===== src/rtl/core/bah_pkg.sv =====
// ---------------------------------------------------------------------------
// Bus access histogram package
// Shared types, result codes and field layout for the histogram block.
// ---------------------------------------------------------------------------
`timescale 1ns / 1ps

package bah_pkg;

  localparam int ADDR_W  = 24;
  localparam int KEY_W   = 25;
  localparam int COUNT_W = 32;
  localparam int SLOT_W  = 5;
  localparam int ENTRY_W = KEY_W + COUNT_W;

  localparam int IN_TDATA_W  = 32;
  localparam int OUT_TDATA_W = 64;

  // output tdata field positions
  localparam int OUT_SLOT_LSB  = 0;
  localparam int OUT_ADDR_LSB  = OUT_SLOT_LSB + SLOT_W;
  localparam int OUT_WR_BIT    = OUT_ADDR_LSB + ADDR_W;
  localparam int OUT_CNT_LSB   = OUT_WR_BIT + 1;
  localparam int OUT_VALID_BIT = OUT_CNT_LSB + COUNT_W;

  typedef enum logic [1:0] {
    ST_HIT  = 2'd0,
    ST_NEW  = 2'd1,
    ST_FULL = 2'd2,
    ST_READ = 2'd3
  } status_t;

  typedef enum logic [2:0] {
    S_IDLE,
    S_DECIDE,
    S_SCAN,
    S_READ,
    S_FINISH
  } state_t;

  typedef struct packed {
    logic load_in;
    logic rd_idx;
    logic scan_step;
    logic set_readout;
    logic set_empty;
    logic set_hit;
    logic set_new;
    logic set_full;
    logic load_out;
  } ctrl_cmd_t;

  typedef struct packed {
    logic func;
    logic idx_hit;
    logic scan_done;
    logic chk_vld;
    logic chk_match;
    logic table_full;
    logic out_free;
  } ctrl_sts_t;

endpackage


===== src/rtl/core/bah_ram.sv =====
// ---------------------------------------------------------------------------
// Generic RAM
// One write port, one read port, registered read data.
// ---------------------------------------------------------------------------
`timescale 1ns / 1ps

module bah_ram #(
  parameter int WIDTH = 8,
  parameter int DEPTH = 32,
  parameter int AW    = (DEPTH > 1) ? $clog2(DEPTH) : 1
) (
  input  logic             clk,
  input  logic             we,
  input  logic [AW-1:0]    waddr,
  input  logic [WIDTH-1:0] wdata,
  input  logic [AW-1:0]    raddr,
  output logic [WIDTH-1:0] rdata
);

  logic [WIDTH-1:0] mem [DEPTH];

  always_ff @(posedge clk) begin
    if (we) begin
      mem[waddr] <= wdata;
    end
    rdata <= mem[raddr];
  end

endmodule


===== src/rtl/core/bah_ctrl.sv =====
// ---------------------------------------------------------------------------
// Bus access histogram controller
// Sequences accept, table scan or readout, result build and result hand-off.
// ---------------------------------------------------------------------------
`timescale 1ns / 1ps

module bah_ctrl (
  input  logic               clk,
  input  logic               rst,
  input  logic               in_valid,
  output logic               in_ready,
  input  bah_pkg::ctrl_sts_t sts,
  output bah_pkg::ctrl_cmd_t cmd
);

  import bah_pkg::*;

  state_t state, state_next;

  always_ff @(posedge clk) begin
    if (rst) begin
      state <= S_IDLE;
    end else begin
      state <= state_next;
    end
  end

  always_comb begin
    state_next = state;
    cmd        = '0;
    in_ready   = 1'b0;
    unique case (state)
      S_IDLE: begin
        in_ready = 1'b1;
        if (in_valid) begin
          cmd.load_in = 1'b1;
          state_next  = S_DECIDE;
        end
      end
      S_DECIDE: begin
        if (sts.func) begin
          if (sts.idx_hit) begin
            cmd.rd_idx = 1'b1;
            state_next = S_READ;
          end else begin
            cmd.set_empty = 1'b1;
            state_next    = S_FINISH;
          end
        end else begin
          state_next = S_SCAN;
        end
      end
      S_SCAN: begin
        // compare works on the registered read of the previous scan step; stop on first match
        if (sts.chk_match) begin
          cmd.set_hit = 1'b1;
          state_next  = S_FINISH;
        end else if (!sts.chk_vld && sts.scan_done) begin
          if (sts.table_full) begin
            cmd.set_full = 1'b1;
          end else begin
            cmd.set_new = 1'b1;
          end
          state_next = S_FINISH;
        end else if (!sts.scan_done) begin
          cmd.scan_step = 1'b1;
        end
      end
      S_READ: begin
        cmd.set_readout = 1'b1;
        state_next      = S_FINISH;
      end
      S_FINISH: begin
        if (sts.out_free) begin
          cmd.load_out = 1'b1;
          state_next   = S_IDLE;
        end
      end
      default: begin
        state_next = S_IDLE;
      end
    endcase
  end

endmodule


===== src/rtl/core/bah_datapath.sv =====
// ---------------------------------------------------------------------------
// Bus access histogram datapath
// Entry RAM, fill count, scan pointer, key compare and result registers.
// ---------------------------------------------------------------------------
`timescale 1ns / 1ps

module bah_datapath #(
  parameter int TABLE_SLOTS = 32
) (
  input  logic                          clk,
  input  logic                          rst,
  input  bah_pkg::ctrl_cmd_t            cmd,
  output bah_pkg::ctrl_sts_t            sts,
  input  logic                          in_func,
  input  logic [bah_pkg::ADDR_W-1:0]    in_address,
  input  logic                          in_is_write,
  input  logic [bah_pkg::SLOT_W-1:0]    in_slot_index,
  output logic                          out_valid,
  input  logic                          out_ready,
  output bah_pkg::status_t              out_status,
  output logic [bah_pkg::SLOT_W-1:0]    out_slot,
  output logic [bah_pkg::ADDR_W-1:0]    out_address,
  output logic                          out_is_write,
  output logic [bah_pkg::COUNT_W-1:0]   out_count,
  output logic                          out_entry_valid
);

  import bah_pkg::*;

  localparam int AW = (TABLE_SLOTS > 1) ? $clog2(TABLE_SLOTS) : 1;
  localparam int CW = $clog2(TABLE_SLOTS + 1);
  localparam int IW = (CW > SLOT_W) ? CW : SLOT_W;

  // latched item
  logic              func;
  logic [KEY_W-1:0]  key;
  logic [SLOT_W-1:0] idx;

  // slots fill in order and counts never return to zero, so a slot is valid
  // exactly when its index is below the fill count
  logic [CW-1:0] fill;
  logic [CW-1:0] scan_ptr;
  logic          chk_vld;
  logic [AW-1:0] chk_ptr;

  // pending result
  status_t            res_status;
  logic [SLOT_W-1:0]  res_slot;
  logic [KEY_W-1:0]   res_key;
  logic [COUNT_W-1:0] res_count;
  logic               res_valid;

  logic               ram_we;
  logic [AW-1:0]      ram_waddr;
  logic [ENTRY_W-1:0] ram_wdata;
  logic [AW-1:0]      ram_raddr;
  logic [ENTRY_W-1:0] ram_rdata;

  logic [KEY_W-1:0]   rd_key;
  logic [COUNT_W-1:0] rd_count;
  logic [COUNT_W-1:0] cnt_inc;
  logic [IW-1:0]      idx_ext;
  logic [IW-1:0]      fill_ext;
  logic [IW-1:0]      chk_ext;

  assign rd_key   = ram_rdata[KEY_W-1:0];
  assign rd_count = ram_rdata[ENTRY_W-1:KEY_W];
  assign cnt_inc  = (&rd_count) ? rd_count : rd_count + COUNT_W'(1);
  assign idx_ext  = IW'(idx);
  assign fill_ext = IW'(fill);
  assign chk_ext  = IW'(chk_ptr);

  assign ram_raddr = cmd.rd_idx ? idx_ext[AW-1:0] : scan_ptr[AW-1:0];
  assign ram_we    = cmd.set_hit | cmd.set_new;
  assign ram_waddr = cmd.set_hit ? chk_ptr : fill[AW-1:0];
  assign ram_wdata = cmd.set_hit ? {cnt_inc, key} : {COUNT_W'(1), key};

  bah_ram #(
    .WIDTH(ENTRY_W),
    .DEPTH(TABLE_SLOTS),
    .AW   (AW)
  ) u_entry_ram (
    .clk  (clk),
    .we   (ram_we),
    .waddr(ram_waddr),
    .wdata(ram_wdata),
    .raddr(ram_raddr),
    .rdata(ram_rdata)
  );

  always_comb begin
    sts.func       = func;
    sts.idx_hit    = idx_ext < fill_ext;
    sts.scan_done  = scan_ptr == fill;
    sts.chk_vld    = chk_vld;
    sts.chk_match  = chk_vld && (rd_key == key);
    sts.table_full = fill == CW'(TABLE_SLOTS);
    sts.out_free   = !out_valid || out_ready;
  end

  always_ff @(posedge clk) begin
    if (cmd.load_in) begin
      func <= in_func;
      key  <= {in_is_write, in_address};
      idx  <= in_slot_index;
    end
    if (cmd.scan_step) begin
      chk_ptr <= scan_ptr[AW-1:0];
    end
  end

  always_ff @(posedge clk) begin
    if (rst) begin
      fill     <= '0;
      scan_ptr <= '0;
      chk_vld  <= 1'b0;
    end else begin
      chk_vld <= cmd.scan_step;
      if (cmd.load_in) begin
        scan_ptr <= '0;
      end else if (cmd.scan_step) begin
        scan_ptr <= scan_ptr + CW'(1);
      end
      if (cmd.set_new) begin
        fill <= fill + CW'(1);
      end
    end
  end

  always_ff @(posedge clk) begin
    if (cmd.set_readout) begin
      res_status <= ST_READ;
      res_slot   <= idx;
      res_key    <= rd_key;
      res_count  <= rd_count;
      res_valid  <= 1'b1;
    end else if (cmd.set_empty) begin
      res_status <= ST_READ;
      res_slot   <= idx;
      res_key    <= '0;
      res_count  <= '0;
      res_valid  <= 1'b0;
    end else if (cmd.set_hit) begin
      res_status <= ST_HIT;
      res_slot   <= chk_ext[SLOT_W-1:0];
      res_key    <= key;
      res_count  <= cnt_inc;
      res_valid  <= 1'b1;
    end else if (cmd.set_new) begin
      res_status <= ST_NEW;
      res_slot   <= fill_ext[SLOT_W-1:0];
      res_key    <= key;
      res_count  <= COUNT_W'(1);
      res_valid  <= 1'b1;
    end else if (cmd.set_full) begin
      res_status <= ST_FULL;
      res_slot   <= '0;
      res_key    <= key;
      res_count  <= '0;
      res_valid  <= 1'b0;
    end
  end

  // output register
  always_ff @(posedge clk) begin
    if (cmd.load_out) begin
      out_status      <= res_status;
      out_slot        <= res_slot;
      out_address     <= res_key[ADDR_W-1:0];
      out_is_write    <= res_key[KEY_W-1];
      out_count       <= res_count;
      out_entry_valid <= res_valid;
    end
  end

  always_ff @(posedge clk) begin
    if (rst) begin
      out_valid <= 1'b0;
    end else if (cmd.load_out) begin
      out_valid <= 1'b1;
    end else if (out_ready) begin
      out_valid <= 1'b0;
    end
  end

endmodule


===== src/rtl/core/bus_access_histogram.sv =====
// ---------------------------------------------------------------------------
// Bus access histogram
// Tallies bus accesses by address and direction in a table of counters.
// ---------------------------------------------------------------------------
// Each input beat is either a tally or a readout, and each gives exactly one
// output beat. A tally walks the filled slots (at most TABLE_SLOTS) in order
// through the single read port of the entry RAM, one slot a cycle. One item
// is worked on at a time; a new beat is taken once the previous result has
// moved into the output register, even while that result still waits on
// m_axis_tready. Counts saturate at all ones. Slots fill in order and never
// empty, so a fill count tracks which slots are valid and no clearing pass
// is needed after reset.
`timescale 1ns / 1ps

module bus_access_histogram #(
  parameter int TABLE_SLOTS = 32
) (
  input  logic                                clk,
  input  logic                                rst,
  input  logic                                s_axis_tvalid,
  output logic                                s_axis_tready,
  // access_address[23:0], access_is_write[24], slot_index[29:25], zero pad
  input  logic [bah_pkg::IN_TDATA_W-1:0]      s_axis_tdata,
  // func[0]
  input  logic                                s_axis_tuser,
  output logic                                m_axis_tvalid,
  input  logic                                m_axis_tready,
  // slot[4:0], entry_address[28:5], entry_is_write[29], entry_count[61:30],
  // entry_valid[62], zero pad
  output logic [bah_pkg::OUT_TDATA_W-1:0]     m_axis_tdata,
  // status[1:0]
  output logic [1:0]                          m_axis_tuser
);

  import bah_pkg::*;

  ctrl_cmd_t          cmd;
  ctrl_sts_t          sts;
  status_t            out_status;
  logic [SLOT_W-1:0]  out_slot;
  logic [ADDR_W-1:0]  out_address;
  logic               out_is_write;
  logic [COUNT_W-1:0] out_count;
  logic               out_entry_valid;

  bah_ctrl u_ctrl (
    .clk     (clk),
    .rst     (rst),
    .in_valid(s_axis_tvalid),
    .in_ready(s_axis_tready),
    .sts     (sts),
    .cmd     (cmd)
  );

  bah_datapath #(
    .TABLE_SLOTS(TABLE_SLOTS)
  ) u_datapath (
    .clk            (clk),
    .rst            (rst),
    .cmd            (cmd),
    .sts            (sts),
    .in_func        (s_axis_tuser),
    .in_address     (s_axis_tdata[ADDR_W-1:0]),
    .in_is_write    (s_axis_tdata[ADDR_W]),
    .in_slot_index  (s_axis_tdata[ADDR_W+SLOT_W:ADDR_W+1]),
    .out_valid      (m_axis_tvalid),
    .out_ready      (m_axis_tready),
    .out_status     (out_status),
    .out_slot       (out_slot),
    .out_address    (out_address),
    .out_is_write   (out_is_write),
    .out_count      (out_count),
    .out_entry_valid(out_entry_valid)
  );

  assign m_axis_tdata = {1'b0, out_entry_valid, out_count, out_is_write,
                         out_address, out_slot};
  assign m_axis_tuser = out_status;

endmodule


===== config.mk =====
export PLATFORM = sky130hd
export DESIGN_NAME = bus_access_histogram
export DESIGN_NICKNAME = d
export VERILOG_FILES = /design/src/rtl/core/bah_pkg.sv /design/src/rtl/core/bah_ram.sv /design/src/rtl/core/bah_ctrl.sv /design/src/rtl/core/bah_datapath.sv /design/src/rtl/core/bus_access_histogram.sv
export SDC_FILE = /design/constraint.sdc
export NUM_CORES = 2
export LEC_CHECK = 0
export BUFFER_PORTS_ARGS = -buffer_cell sky130_fd_sc_hd__buf_2
export CAP_MARGIN = 20
export CORE_ASPECT_RATIO = 0.6
export CORE_MARGIN = 5
export CORE_UTILIZATION = 44
export CTS_CLUSTER_DIAMETER = 80
export CTS_CLUSTER_SIZE = 24
export DETAILED_ROUTE_END_ITERATION = 12
export SKIP_LAST_GASP = 1
export SLEW_MARGIN = 20
export SYNTH_ARGS = -nofsm -noshare
export SYNTH_HDL_FRONTEND = slang
export SYNTH_SLANG_ARGS = --single-unit
export TNS_END_PERCENT = 30

===== constraint.sdc =====
create_clock -name clk -period 9.1 [get_ports clk]
set_input_delay 0.455 -clock clk [delete_from_list [all_inputs] [get_ports clk]]
set_output_delay 0.455 -clock clk [all_outputs]
set_load 0.02 [all_outputs]

==> run summary <==
## Outcome
- result of the run: completed

## Place
- pre-CTS worst setup slack: 3.214 ns
- gp weighted congestion: 0.8112
- total of buffers placed on input and output ports: 101
- Final HPWL DP: 110.8 mm

## Layout
- Fill cells: 15230
- fraction of the core area covered by cells at the end of the flow: 0.4825
- area taken by multi-input logic gates: 0.01665 sq mm
- ratio of cells with drive above 1 in the final layout: 0.07760
- Layout Area Growth over Synthesis: 8.972%
- final layout net count: 5519
- Sequential Area: 0.06121 sq mm

## Timing
- skew final: 0.04234 ns
- final number of hold-violating endpoints: 0
- final max-slew violation count: 0
- Final Setup Violations: 0
- Fmax: 0.1659 GHz
- transition at the pin with the smallest max-transition slack: 1.222 ns
- RSZ-0062 raised after global routing: no
- time the final worst path needs with I/O delays and setup: 6.029 ns
- aggregate negative setup slack: 0 ns
- fraction of the cycle the final worst path needs: 0.6626
- crit path setup slack, layout: 3.071 ns
- worst slew margin relative to its limit: 0.1781

## Setup path
- Worst setup EP type: flip-flop
- Critical Path Slowest Stage Cell: sky130_fd_sc_hd__edfxtp_1
- Worst path max stage delay: 1.02 ns
- critical path required time: 9.48 ns
- cell class contributing the biggest share of worst-path delay: simple AND/OR/NAND/NOR gates
- class of the most critical setup path: flip-flop to flip-flop
- ordered list of cells on the worst path: xor2_1, nor4_1, nand3_1, nor3_4, o21ai_0, o32a_1, nor2_4, buf_4
- data arrival at the endpoint of the critical path: 6.41 ns
- highest net fanout along the worst path: 34
- Buf/Inv on CP: 1
- Critical Path Source Type: flip-flop

## Synthesis
- post-synthesis net count: 5472
- synthesized area per cell: 14.55 sq um
- cell type contributing the most total cell area after synthesis: sky130_fd_sc_hd__edfxtp_1
- Netlist Area Pre-Place: 0.07898 sq mm
- adder-cell share of the synthesized area: 0.001267
- xor and xnor fraction of the mapped netlist area: 0.007762
- unique cell type count in the Yosys netlist: 60
- Synth top cells by count: sky130_fd_sc_hd__edfxtp_1 (1987), sky130_fd_sc_hd__nand2_1 (1408), sky130_fd_sc_hd__nand3_1 (475)
- leading post-synthesis cells by cell area: sky130_fd_sc_hd__edfxtp_1 (76%), sky130_fd_sc_hd__nand2_1 (6.7%), sky130_fd_sc_hd__nand3_1 (3.0%), sky130_fd_sc_hd__mux2i_1 (2.9%), sky130_fd_sc_hd__a32oi_1 (2.5%)
- number of synthesized register bits: 2064
- ys async rst share: 0
- area share of the largest cell type after synthesis: 0.7554
- share of synthesized cell area in and, or, nand and nor gates: 0.1311
- multiplexer fraction of the synthesized cell area: 0.02940
- fraction of the mapped netlist area in compound gates: 0.03618
- combinational family with the most area after synthesis: simple AND/OR/NAND/NOR gates
- cell count after synthesis: 5427
- portion of the post-synthesis area used by sequential elements: 0.7750
- number of enable flip-flop cells after synthesis: 1987
- Synth Flop Type: sky130_fd_sc_hd__edfxtp_1
- count leader, synth: sky130_fd_sc_hd__edfxtp_1
- Ys Warns: 0

## Run
- max capacitance violation total: 0

## Floorplan
- Die Y-Extent: 338.2 um
- I/O Pins: 105
- floorplan row count: 120
- initial core utilization: 0.4428
- area of the core: 0.1784 sq mm
- DIE AREA: 0.1884 sq mm
- width of the die: 557.0 um

## GRT
- aggregate global routing overflow: 0
- vias in the first global route: 42930
- pin count of the biggest net entering global routing: 182
- first-pass GRT wire length: 313.4 mm
- overall global routing resource usage: 0.2258
- number of antenna violations at the first check in global routing: 1

## CTS
- Worst-Skew Late Latency: 0.76 ns
- number of gates resized after CTS: 0
- clock slew at the register clock pins of the worst setup and hold paths: 0.11 ns
- number of sinks driven by the clock tree: 2064
- maximum level of the CTS H-tree: 3
- number of buffers on the longest clock path: 3
- clock root cell: sky130_fd_sc_hd__clkbuf_16
- CTS tree: yes
- number of buffers created by CTS: 97

## Route
- Via Count: 46730
- overall routed net length: 219.0 mm
- first drt pass iteration count: 6
- drt first-iter violations: 6884
- final routed wire length divided by cell count: 27.60 um
- Vias/cell: 5.889
- remaining antenna violation count: 0
- Residual DRC: 0

## Power
- leakage power total: 26.29 nW
- worst vdd ir: 163.3 uV
- Power Dens Cells: 187.2 mW/mm^2
- total chip power: 16.11 mW

## Hold path
- Min-Delay Path Class: primary input to flip-flop

==> metrics by stage <==
step / std cells / hold slack (ns) / instance area (sq um)
after floorplan: 5427 / 0.4003 / 78980
after global placement: 7719 / 0.4032 / 82800
after detailed placement: 7720 / 0.4045 / 82840
after CTS: 7930 / 0.01073 / 86010
after global routing: 7933 / 0.04552 / 86070
final: 7934 / 0.06587 / 86070
==> worst paths after layout <==
path	startpoint	endpoint	slack, ns	cells after the start
max	u_datapath.key[5]	u_datapath.u_entry_ram.mem[12][32]	3.07	8
min	rst	u_datapath.fill[4]	0.07	2
max reg2reg	u_datapath.key[5]	u_datapath.u_entry_ram.mem[12][32]	3.07	8
min reg2reg	u_datapath.res_key[4]	u_datapath.out_address[4]	0.40	0
==> area by class of cell <==
class	instances	area share
repair buffers	285	0.02662
clock buffers	170	0.03188
flip-flops and latches	2064	0.7112
clock inverters	9	0.001439
well taps	2379	0.03458
diodes	1	0.00002907
multi-input cells	3007	0.1935
inverters	19	0.0008286
==> routing by layer <==
layer,up-vias,part of all wire,wire [um],track usage
li1,20430,-,-,-
met3,226,0.097,21200,0.03371
met5,-,0,0,0
met2,2353,0.43,94330,0.3237
met1,23720,0.45,98940,0.3655
met4,0,0.021,4516,0.04543
==> sequential cells by signal, summed over array words and instances (netlist names), 3 cells and up <==
signal / cells
u_datapath.u_entry_ram.mem: 1824
u_datapath.u_entry_ram.rdata: 57
u_datapath.out_count: 32
u_datapath.res_count: 32
u_datapath.key: 25
u_datapath.res_key: 25
u_datapath.out_address: 24
u_datapath.fill: 6
u_datapath.scan_ptr: 6
u_datapath.chk_ptr: 5
u_datapath.idx: 5
u_datapath.out_slot: 5
u_datapath.res_slot: 5
u_ctrl.state: 3
==> worst reg2reg max path: stages (launching register included) <==
cell and delay, ns:
sky130_fd_sc_hd__edfxtp_1 1.02, sky130_fd_sc_hd__xor2_1 0.45, sky130_fd_sc_hd__nor4_1 0.44, sky130_fd_sc_hd__nand3_1 0.40, sky130_fd_sc_hd__nor3_4 0.70, sky130_fd_sc_hd__o21ai_0 0.34, sky130_fd_sc_hd__o32a_1 0.55, sky130_fd_sc_hd__nor2_4 0.95
sky130_fd_sc_hd__buf_4 0.72
==> placed cells by master (no fill, tap or decap), types with 5 or more instances in the layout <==
cell type / synthesis / final
sky130_fd_sc_hd__a21o_1: 18 / 17
sky130_fd_sc_hd__a21oi_1: 15 / 13
sky130_fd_sc_hd__a22o_1: 25 / 25
sky130_fd_sc_hd__a32oi_1: 229 / 229
sky130_fd_sc_hd__buf_12: 0 / 22
sky130_fd_sc_hd__buf_2: 124 / 101
sky130_fd_sc_hd__buf_4: 7 / 127
sky130_fd_sc_hd__clkbuf_1: 167 / 71
sky130_fd_sc_hd__clkbuf_16: 0 / 99
sky130_fd_sc_hd__dfxtp_1: 77 / 77
sky130_fd_sc_hd__dlygate4sd3_1: 0 / 31
sky130_fd_sc_hd__edfxtp_1: 1987 / 1987
sky130_fd_sc_hd__ha_1: 8 / 8
sky130_fd_sc_hd__inv_1: 17 / 17
sky130_fd_sc_hd__mux2i_1: 232 / 232
sky130_fd_sc_hd__nand2_1: 1408 / 1408
sky130_fd_sc_hd__nand2b_1: 6 / 6
sky130_fd_sc_hd__nand3_1: 475 / 474
sky130_fd_sc_hd__nand4_1: 301 / 301
sky130_fd_sc_hd__nor2_1: 96 / 55
sky130_fd_sc_hd__nor2_2: 0 / 7
sky130_fd_sc_hd__nor2_4: 0 / 34
sky130_fd_sc_hd__nor3_1: 18 / 18
sky130_fd_sc_hd__nor4_1: 14 / 14
sky130_fd_sc_hd__o21ai_0: 23 / 20
sky130_fd_sc_hd__or3_1: 6 / 5
sky130_fd_sc_hd__xnor2_1: 41 / 41
sky130_fd_sc_hd__xor2_1: 29 / 29
==> where the power goes <==
group	switching, mW	total, mW	internal [mW]
Sequential	0.0830	10.5	10.5
Combinational	0.408	0.561	0.153
Clock	2.92	5.02	2.09
==> kinds of logic after synthesis <==
kind of cell	Yosys count
other cells	1
simple gates	2350
buf+inv	356
flops	2064
mux	232
xor+xnor	70
compound gates	346
fa+ha+maj	8
==> timing repair <==
action                                 CTS  global route
endpoints found under the hold margin   31             0
hold buffers                            31             0
buffers inserted                         0             0
Note: power is estimated with default switching activity, not from simulation.
